$ cat config.mk
export PLATFORM = sky130hd
export DESIGN_NAME = right_hand_maze_walker_core
export DESIGN_NICKNAME = d
export VERILOG_FILES = /design/src/rtl/core/rhmw_pkg.sv /design/src/rtl/core/rhmw_ctrl.sv /design/src/rtl/core/rhmw_datapath.sv /design/src/rtl/core/right_hand_maze_walker_core.sv
export SDC_FILE = /design/constraint.sdc
export NUM_CORES = 1
export LEC_CHECK = 0
export ABC_AREA = 1
export BUFFER_PORTS_ARGS = -buffer_cell sky130_fd_sc_hd__buf_2
export CAP_MARGIN = 20
export CORE_MARGIN = 2
export CORE_UTILIZATION = 35
export CTS_BUF_LIST = sky130_fd_sc_hd__clkbuf_16
export DETAILED_ROUTE_END_ITERATION = 6
export PLACE_DENSITY = 0.49
export SLEW_MARGIN = 20
export SYNTH_ARGS = -nofsm -noshare
export SYNTH_HDL_FRONTEND = slang
export SYNTH_SLANG_ARGS = --single-unit
$ cat constraint.sdc
create_clock -name i_clk -period 6.85 [get_ports i_clk]
set_clock_uncertainty 0.2 [all_clocks]
set_input_delay 1.37 -clock i_clk [delete_from_list [all_inputs] [get_ports i_clk]]
set_output_delay 1.37 -clock i_clk [all_outputs]
set_load 0.02 [all_outputs]
$ cat src/rtl/core/rhmw_pkg.sv
// shared types and codes for the right-hand maze walker
package rhmw_pkg;

    // input word kinds
    typedef enum logic [1:0] {
        KIND_LOAD  = 2'd0,
        KIND_START = 2'd1,
        KIND_STEP  = 2'd2,
        KIND_NONE  = 2'd3
    } t_kind;

    // step outcome codes
    typedef enum logic [2:0] {
        ACT_LEFT    = 3'd0,
        ACT_FORWARD = 3'd1,
        ACT_RIGHT   = 3'd2,
        ACT_EXIT    = 3'd3,
        ACT_HOLD    = 3'd4
    } t_action;

    // headings
    localparam logic [1:0] DIR_EAST  = 2'd0;
    localparam logic [1:0] DIR_SOUTH = 2'd1;
    localparam logic [1:0] DIR_WEST  = 2'd2;
    localparam logic [1:0] DIR_NORTH = 2'd3;

    // configuration register indexes
    localparam logic [1:0] CFG_GRID_SIZE = 2'd0;
    localparam logic [1:0] CFG_ENTRY_ROW = 2'd1;
    localparam logic [1:0] CFG_ENTRY_COL = 2'd2;

    // configuration reset values
    localparam logic [4:0] GRID_SIZE_RST = 5'd16;
    localparam logic [3:0] ENTRY_ROW_RST = 4'd2;
    localparam logic [3:0] ENTRY_COL_RST = 4'd0;

    // input word
    typedef struct packed {
        t_kind      kind;
        logic [3:0] cell_row;
        logic [3:0] cell_col;
        logic       cell_is_wall;
    } t_in_word;

    // result word
    typedef struct packed {
        logic [3:0] pos_row;
        logic [3:0] pos_col;
        logic [1:0] heading;
        t_action    action;
        logic       exit_reached;
    } t_out_word;

    // controller states
    typedef enum logic {
        ST_IDLE = 1'b0,
        ST_EVAL = 1'b1
    } t_state;

    // controller to datapath commands
    typedef struct packed {
        logic load;
        logic start;
        logic rd;
        logic eval;
    } t_dp_cmd;

    // datapath to controller status
    typedef struct packed {
        logic out_valid;
    } t_dp_sts;

endpackage

$ cat src/rtl/core/rhmw_ctrl.sv
// controller: accepts input words and sequences the lookup and decision phases of a step
module rhmw_ctrl
    import rhmw_pkg::*;
(
    input  logic    i_clk,
    input  logic    i_rst_n,
    input  logic    i_in_valid,
    input  t_kind   i_kind,
    input  logic    i_out_stall,
    input  t_dp_sts i_sts,
    output logic    o_in_stall,
    output t_dp_cmd o_cmd
);

    t_state r_state;
    t_state n_state;
    logic   out_free;
    logic   accept;

    // state register
    always_ff @(posedge i_clk) begin
        if (!i_rst_n) begin
            r_state <= ST_IDLE;
        end else begin
            r_state <= n_state;
        end
    end

    // next state and commands
    always_comb begin
        out_free   = !i_sts.out_valid || !i_out_stall;
        o_in_stall = !((r_state == ST_IDLE) && out_free);
        accept     = i_in_valid && !o_in_stall;
        o_cmd      = '0;
        n_state    = r_state;
        unique case (r_state)
            ST_IDLE: begin
                o_cmd.load  = accept && (i_kind == KIND_LOAD);
                o_cmd.start = accept && (i_kind == KIND_START);
                o_cmd.rd    = accept && (i_kind == KIND_STEP);
                if (o_cmd.rd) begin
                    n_state = ST_EVAL;
                end
            end
            ST_EVAL: begin
                o_cmd.eval = 1'b1;
                n_state    = ST_IDLE;
            end
            default: begin
                n_state = ST_IDLE;
            end
        endcase
    end

endmodule

$ cat src/rtl/core/rhmw_datapath.sv
// datapath: wall store, walker state, configuration and result register
module rhmw_datapath
    import rhmw_pkg::*;
#(
    parameter int MAX_GRID = 16
) (
    input  logic       i_clk,
    input  logic       i_rst_n,
    input  t_dp_cmd    i_cmd,
    output t_dp_sts    o_sts,
    input  t_in_word   i_in_word,
    input  logic       i_cfg_valid,
    input  logic [1:0] i_cfg_index,
    input  logic [4:0] i_cfg_data,
    input  logic       i_out_stall,
    output logic       o_out_valid,
    output t_out_word  o_out_word
);

    localparam int CW    = $clog2(MAX_GRID);
    localparam int GW    = (CW + 1 > 5) ? CW + 1 : 5;
    localparam int EW    = (CW > 4) ? CW : 4;
    localparam int DEPTH = MAX_GRID * MAX_GRID;
    localparam int AW    = $clog2(DEPTH);

    // configuration
    logic [4:0] r_grid_size;
    logic [3:0] r_entry_row;
    logic [3:0] r_entry_col;

    // walker state
    logic [CW-1:0] r_walker_row, n_walker_row;
    logic [CW-1:0] r_walker_col, n_walker_col;
    logic [1:0]    r_facing, n_facing;
    logic [CW-1:0] r_hand_row, n_hand_row;
    logic [CW-1:0] r_hand_col, n_hand_col;
    logic          r_finished, n_finished;
    t_action       n_action;

    // step lookup stage
    logic          r_mem [DEPTH];
    logic          r_front_wall;
    logic          r_right_wall;
    logic [CW-1:0] r_front_row, r_front_col;
    logic [CW-1:0] r_right_row, r_right_col;

    logic          r_out_valid;
    t_out_word     r_out_word;

    logic [GW-1:0]   size_ext;
    logic [GW-1:0]   size_eff;
    logic [CW-1:0]   s_m1;
    logic [2*CW-1:0] front_rc;
    logic [2*CW-1:0] right_rc;
    logic [AW-1:0]   wr_addr;
    logic [AW-1:0]   front_addr;
    logic [AW-1:0]   right_addr;
    logic            load_in_range;
    logic [EW-1:0]   s_m1_ext;
    logic [EW-1:0]   entry_row_ext;
    logic [EW-1:0]   entry_col_ext;
    logic            front_same;
    logic            on_border;
    logic            hand_hit;

    // clamped cell one step ahead in a direction
    function automatic logic [2*CW-1:0] ahead(
        input logic [CW-1:0] sm1,
        input logic [1:0]    dir,
        input logic [CW-1:0] r,
        input logic [CW-1:0] c
    );
        logic [CW-1:0] nr;
        logic [CW-1:0] nc;
        nr = r;
        nc = c;
        unique case (dir)
            DIR_EAST:  nc = (c < sm1) ? c + 1'b1 : sm1;
            DIR_SOUTH: nr = (r < sm1) ? r + 1'b1 : sm1;
            DIR_WEST:  nc = (c != '0) ? c - 1'b1 : '0;
            DIR_NORTH: nr = (r != '0) ? r - 1'b1 : '0;
            default:   nr = r;
        endcase
        return {nr, nc};
    endfunction

    // configuration writes
    always_ff @(posedge i_clk) begin
        if (!i_rst_n) begin
            r_grid_size <= GRID_SIZE_RST;
            r_entry_row <= ENTRY_ROW_RST;
            r_entry_col <= ENTRY_COL_RST;
        end else if (i_cfg_valid) begin
            unique case (i_cfg_index)
                CFG_GRID_SIZE: r_grid_size <= i_cfg_data;
                CFG_ENTRY_ROW: r_entry_row <= i_cfg_data[3:0];
                CFG_ENTRY_COL: r_entry_col <= i_cfg_data[3:0];
                default: ;
            endcase
        end
    end

    // effective side length, kept as side minus one
    always_comb begin
        size_ext = GW'(r_grid_size);
        if (size_ext < GW'(2)) begin
            size_eff = GW'(2);
        end else if (size_ext > GW'(MAX_GRID)) begin
            size_eff = GW'(MAX_GRID);
        end else begin
            size_eff = size_ext;
        end
        s_m1 = CW'(size_eff - GW'(1));
    end

    // front and right neighbors and store addresses
    always_comb begin
        front_rc      = ahead(s_m1, r_facing, r_walker_row, r_walker_col);
        right_rc      = ahead(s_m1, r_facing + 2'd1, r_walker_row, r_walker_col);
        front_addr    = AW'(32'(front_rc[2*CW-1:CW]) * MAX_GRID + 32'(front_rc[CW-1:0]));
        right_addr    = AW'(32'(right_rc[2*CW-1:CW]) * MAX_GRID + 32'(right_rc[CW-1:0]));
        load_in_range = (32'(i_in_word.cell_row) < MAX_GRID)
                     && (32'(i_in_word.cell_col) < MAX_GRID);
        wr_addr       = AW'(32'(i_in_word.cell_row) * MAX_GRID + 32'(i_in_word.cell_col));
    end

    // wall store: one write port, two read ports
    always_ff @(posedge i_clk) begin
        if (i_cmd.load && load_in_range) begin
            r_mem[wr_addr] <= i_in_word.cell_is_wall;
        end
        if (i_cmd.rd) begin
            r_front_wall <= r_mem[front_addr];
            r_right_wall <= r_mem[right_addr];
        end
    end

    // neighbor coordinates held for the decision cycle
    always_ff @(posedge i_clk) begin
        if (i_cmd.rd) begin
            r_front_row <= front_rc[2*CW-1:CW];
            r_front_col <= front_rc[CW-1:0];
            r_right_row <= right_rc[2*CW-1:CW];
            r_right_col <= right_rc[CW-1:0];
        end
    end

    // start placement and right-hand rule decision
    always_comb begin
        s_m1_ext      = EW'(s_m1);
        entry_row_ext = EW'(r_entry_row);
        entry_col_ext = EW'(r_entry_col);
        front_same    = (r_front_row == r_walker_row) && (r_front_col == r_walker_col);
        on_border     = (((r_walker_row == s_m1) || (r_walker_row == '0))
                          && (r_walker_col <= s_m1))
                     || (((r_walker_col == s_m1) || (r_walker_col == '0))
                          && (r_walker_row <= s_m1));
        hand_hit      = r_right_wall
                     || ((r_right_row == r_hand_row) && (r_right_col == r_hand_col));

        n_walker_row = r_walker_row;
        n_walker_col = r_walker_col;
        n_facing     = r_facing;
        n_hand_row   = r_hand_row;
        n_hand_col   = r_hand_col;
        n_finished   = r_finished;
        n_action     = ACT_HOLD;

        if (i_cmd.start) begin
            n_walker_row = CW'((entry_row_ext < s_m1_ext) ? entry_row_ext : s_m1_ext);
            n_walker_col = CW'((entry_col_ext < s_m1_ext) ? entry_col_ext : s_m1_ext);
            n_facing     = DIR_EAST;
            n_hand_row   = '0;
            n_hand_col   = '0;
            n_finished   = 1'b0;
        end else begin
            // hand follows a wall on the right
            if (r_right_wall) begin
                n_hand_row = r_right_row;
                n_hand_col = r_right_col;
            end
            priority if (front_same && on_border) begin
                n_finished = 1'b1;
                n_action   = ACT_EXIT;
            end else if (r_front_wall && r_right_wall) begin
                n_facing = r_facing + 2'd3;
                n_action = ACT_LEFT;
            end else if (!r_front_wall && hand_hit) begin
                n_walker_row = r_front_row;
                n_walker_col = r_front_col;
                n_action     = ACT_FORWARD;
            end else if (!r_right_wall) begin
                n_facing     = r_facing + 2'd1;
                n_walker_row = r_right_row;
                n_walker_col = r_right_col;
                n_action     = ACT_RIGHT;
            end else begin
                n_action = ACT_HOLD;
            end
        end
    end

    // walker state update
    always_ff @(posedge i_clk) begin
        if (!i_rst_n) begin
            r_walker_row <= '0;
            r_walker_col <= '0;
            r_facing     <= DIR_EAST;
            r_hand_row   <= '0;
            r_hand_col   <= '0;
            r_finished   <= 1'b0;
        end else if (i_cmd.start || i_cmd.eval) begin
            r_walker_row <= n_walker_row;
            r_walker_col <= n_walker_col;
            r_facing     <= n_facing;
            r_hand_row   <= n_hand_row;
            r_hand_col   <= n_hand_col;
            r_finished   <= n_finished;
        end
    end

    // result register
    always_ff @(posedge i_clk) begin
        if (!i_rst_n) begin
            r_out_valid <= 1'b0;
        end else if (i_cmd.start || i_cmd.eval) begin
            r_out_valid <= 1'b1;
        end else if (!i_out_stall) begin
            r_out_valid <= 1'b0;
        end
    end

    always_ff @(posedge i_clk) begin
        if (i_cmd.start || i_cmd.eval) begin
            r_out_word.pos_row      <= 4'(n_walker_row);
            r_out_word.pos_col      <= 4'(n_walker_col);
            r_out_word.heading      <= n_facing;
            r_out_word.action       <= n_action;
            r_out_word.exit_reached <= n_finished;
        end
    end

    assign o_out_valid   = r_out_valid;
    assign o_out_word    = r_out_word;
    assign o_sts.out_valid = r_out_valid;

endmodule

$ cat src/rtl/core/right_hand_maze_walker_core.sv
// Right-hand wall follower over a square wall grid of MAX_GRID x MAX_GRID cells.
// Load words write one wall bit into the store and give no result; start words place
// the walker at the clamped entrance facing east and return one result in the cycle
// after acceptance; step words return one result each. For a step the store is read
// at both the front and right cells when the step is accepted, and the registered
// wall bits drive the decision in the following cycle, so no new input word is taken
// until that decision is made. The wall store has no reset; every cell the walker may
// look at must be loaded before a walk. The configuration port is always ready; the
// user must write it only while the block is idle, which the block does not enforce.
module right_hand_maze_walker_core
    import rhmw_pkg::*;
#(
    parameter int MAX_GRID = 16
) (
    input  logic       i_clk,
    input  logic       i_rst_n,
    input  logic       i_in_valid,
    output logic       o_in_stall,
    input  t_in_word   i_in_word,
    output logic       o_out_valid,
    input  logic       i_out_stall,
    output t_out_word  o_out_word,
    input  logic       i_cfg_valid,
    output logic       o_cfg_ready,
    input  logic [1:0] i_cfg_index,
    input  logic [4:0] i_cfg_data
);

    t_dp_cmd cmd;
    t_dp_sts sts;

    assign o_cfg_ready = 1'b1;

    // sequencing
    rhmw_ctrl u_ctrl (
        .i_clk       (i_clk),
        .i_rst_n     (i_rst_n),
        .i_in_valid  (i_in_valid),
        .i_kind      (i_in_word.kind),
        .i_out_stall (i_out_stall),
        .i_sts       (sts),
        .o_in_stall  (o_in_stall),
        .o_cmd       (cmd)
    );

    // store, walker and result
    rhmw_datapath #(
        .MAX_GRID (MAX_GRID)
    ) u_datapath (
        .i_clk       (i_clk),
        .i_rst_n     (i_rst_n),
        .i_cmd       (cmd),
        .o_sts       (sts),
        .i_in_word   (i_in_word),
        .i_cfg_valid (i_cfg_valid && o_cfg_ready),
        .i_cfg_index (i_cfg_index),
        .i_cfg_data  (i_cfg_data),
        .i_out_stall (i_out_stall),
        .o_out_valid (o_out_valid),
        .o_out_word  (o_out_word)
    );

endmodule

==> reports/metrics.cfg <==
[run_status]
status=finished clean

[min_path]
min_from=u_datapath.r_grid_size[0]
worstHoldPathCells=2
hold_class=reg2reg
worst_hold_path.endpoint=u_datapath.r_grid_size[0]

[logic_synthesis]
synth-adder-area-share=0.0143
synth_top_family_by_area=simple AND/OR/NAND/NOR gates
synth-seq-cells=322
yosysTopAreaCell=edfxtp_1
yosys_warnings=0
muxShareOfSynthArea=0
syn_area_sq_um=19300
yosys-top-cells-area=edfxtp_1 45%, nand3_1 16%, nand2_1 9.2%
ys_types=41
yosysTopAreaCellShare=0.449
seq_area_frac_synth=0.485
synth_simple_gate_area_share=0.329
synth_xor_area_frac=0.00637
syn_area_per_cell_sq_um=7.72
synth_compound_area_frac=0.0628
postSynthCellCount=2494
syn_nets=2539

[worst_setup_path]
critical_path_class=reg2reg
crit_fanout=57
critical_path.endpoint_type=flip-flop
timing.rr.start=u_datapath.r_grid_size[4]
worstPathArrival_ps=5540
ff2ff_path_depth=23
rr_endpoint=u_datapath.r_front_wall
crit_required_ps=6990
rrSetupSlack_ps=1450
start_kind=flip-flop

[finish]
finalNetCount=2490
final_util=0.389
fillerInstances=5623
ff_latch_area_sq_um=9330
final_cell_mix=614 x nand3_1, 467 x nand2_1, 322 x nor2_1
area.growth.synth_to_final_pct=9.43
final_common_cell=nand3_1
multi_input_area_sq_um=7980
drive_gt1_frac=0.0659
antenna_cells_inserted=0
stdcell_count=3168

[grt]
busiest_layer=met2
grt_overflow=0
grt.met2_usage=0.382
track_usage=0.239
antenna_found_initial=0
grt_max_degree=126
use_met3=0.0360
grt_pass1_vias=17113
grt_pass1_wl_mm=103
use_met1=0.328

[power]
leakagePower_nw=8.60
peakVddDrop_v=0.000154
p_per_area_nw_per_um2=242

[sta]
rsz0062_at_grt=no
finalCriticalPeriod_ps=5400
worst_pin_slew_ps=1160
hold_violations=0
timing.final.crit_share=0.788
tns_ps=0
fmax_mhz=185
slew_violations=0
max_slew_margin=0.224
setup_viol=0

[drt]
drtIter0Drc=1791
post_drt_wl_per_cell_um=21.3
vias=17630
routed_wl_mm=67.5
drtAntennaViolNets=0
viasPerCell=5.57
drtPass1Iterations=6
drc_errors=0

[clock_tree]
post_cts_buffers=0
tritoncts=built
clock-sinks=322
clk_root_buffer_cell=clkbuf_16
clk_pin_slew_worst_paths_ps=60
max-clock-path-buffers=3
postCtsHoldBufs=0
clk_latency_ps=590
numCtsBuffers=40
htree_levels=2
postCtsResizedCells=0

[die]
die_h_um=239
core_sq_um=54100
row_count=85
die_x_um=239
initial_utilization=0.356
io_pins=40
die_area_sq_um=56900

[run]
cap_violations=0

[place]
placedCellCount=3099
hpwl_mm=39.2
globalplace.congestion=0.861
port_buffers=38

==> cell usage after synthesis (all sizes together) <==
master	n
o21a	1
conb	1
xnor2	6
o211ai	40
inv	318
nand3b	1
or2	3
a22oi	3
nand3	617
dfxtp	34
o22ai	9
a31oi	6
xor2	8
o21bai	2
a21boi	1
ha	22
nand2	480
o21ai	97
clkbuf	85
buf	79
edfxtp	288
nand4	1
nor4	1
a211oi	6
nor3	21
clkinv	2
nor2	323
a21oi	38
a41o	1
==> metal layers <==
layer  vias to the layer above  share of wire
li1                       8187              -
met1                      8517           0.44
met2                       790           0.45
met3                       136          0.079
met4                         0          0.032
met5                         -              0
==> cell families after synthesis <==
family | count (synthesis)
buf+inv | 484
other cells | 1
fa+ha+maj | 22
flops | 322
compound gates | 204
simple gates | 1447
xor+xnor | 14
==> power by group <==
group / leakage (nW) / switching, mW / internal [mW]
clock: 0.582 / 0.876 / 1.06
combinational: 5.14 / 0.713 / 0.268
sequential: 2.87 / 0.0246 / 2.16
==> sequential cells by signal (all words and copies together) (netlist names), 2 cells and up <==
register / count
u_datapath.r_grid_size: 5
u_datapath.r_hand_row: 4
u_datapath.r_front_col: 4
u_datapath.r_facing: 2
u_datapath.r_hand_col: 4
u_datapath.r_front_row: 4
u_datapath.r_walker_col: 4
u_datapath.o_out_word: 14
u_datapath.r_right_col: 4
u_datapath.r_mem: 256
u_datapath.r_right_row: 4
u_datapath.entry_row_ext: 4
u_datapath.entry_col_ext: 4
u_datapath.r_walker_row: 4
==> worst max-delay path by stage <==
| stage | cells past startpoint | slack (ps) | start | to |
|---|---|---|---|---|
| final | 23 | 1450 | u_datapath.r_grid_size[4] | u_datapath.r_front_wall |
| after global routing | 23 | 1050 | u_datapath.r_grid_size[3] | u_datapath.r_front_wall |
| after CTS | 23 | 1540 | u_datapath.r_grid_size[4] | u_datapath.r_front_wall |
| after detailed placement | 23 | 1570 | u_datapath.r_grid_size[4] | u_datapath.r_front_wall |
| after global placement | 23 | 1670 | u_datapath.r_grid_size[0] | u_datapath.r_front_wall |
| after floorplan | 3 | 3260 | i_out_stall | u_datapath.r_front_col[0] |
==> stage by stage <==
| stage | worst slack, ps | area (sq um) | total power [mW] | hold WS, ps |
|---|---|---|---|---|
| after floorplan | 3260 | 19300 | 2.86 | 236 |
| after global placement | 1670 | 19900 | 3.18 | 266 |
| after detailed placement | 1570 | 19900 | 3.19 | 271 |
| after CTS | 1540 | 21100 | 5.14 | 279 |
| after global routing | 1050 | 21100 | 5.31 | 294 |
| final | 1450 | 21100 | 5.11 | 280 |
==> area by class of cell <==
class,instances,area share
multi-input combinational,1688,0.379
sequential,322,0.443
inverter,320,0.0570
tap,696,0.0413
timing repair buffer,73,0.0251
clock buffer,40,0.0475
clock inverter,29,0.00736
==> worst max-delay path, cell delays in order, from the launching register on <==
cell and delay (ps):
dfxtp_1 340, nor2_1 160, nand2_1 90, nand2_1 180, ha_1 190, xor2_1 560
ha_1 380, nand4_2 150, nand2_4 90, nand2_1 110, nand3_2 100, nand2_4 490
nand2_4 590, buf_12 370, nand2_1 90, o21ai_0 90, nand2_1 70, nand3_1 100
nand3_1 100, nand3_1 140, nand3_1 200, nand3_1 130, nand3_1 100, nand2_1 50
(Power assumes the default switching activity.)
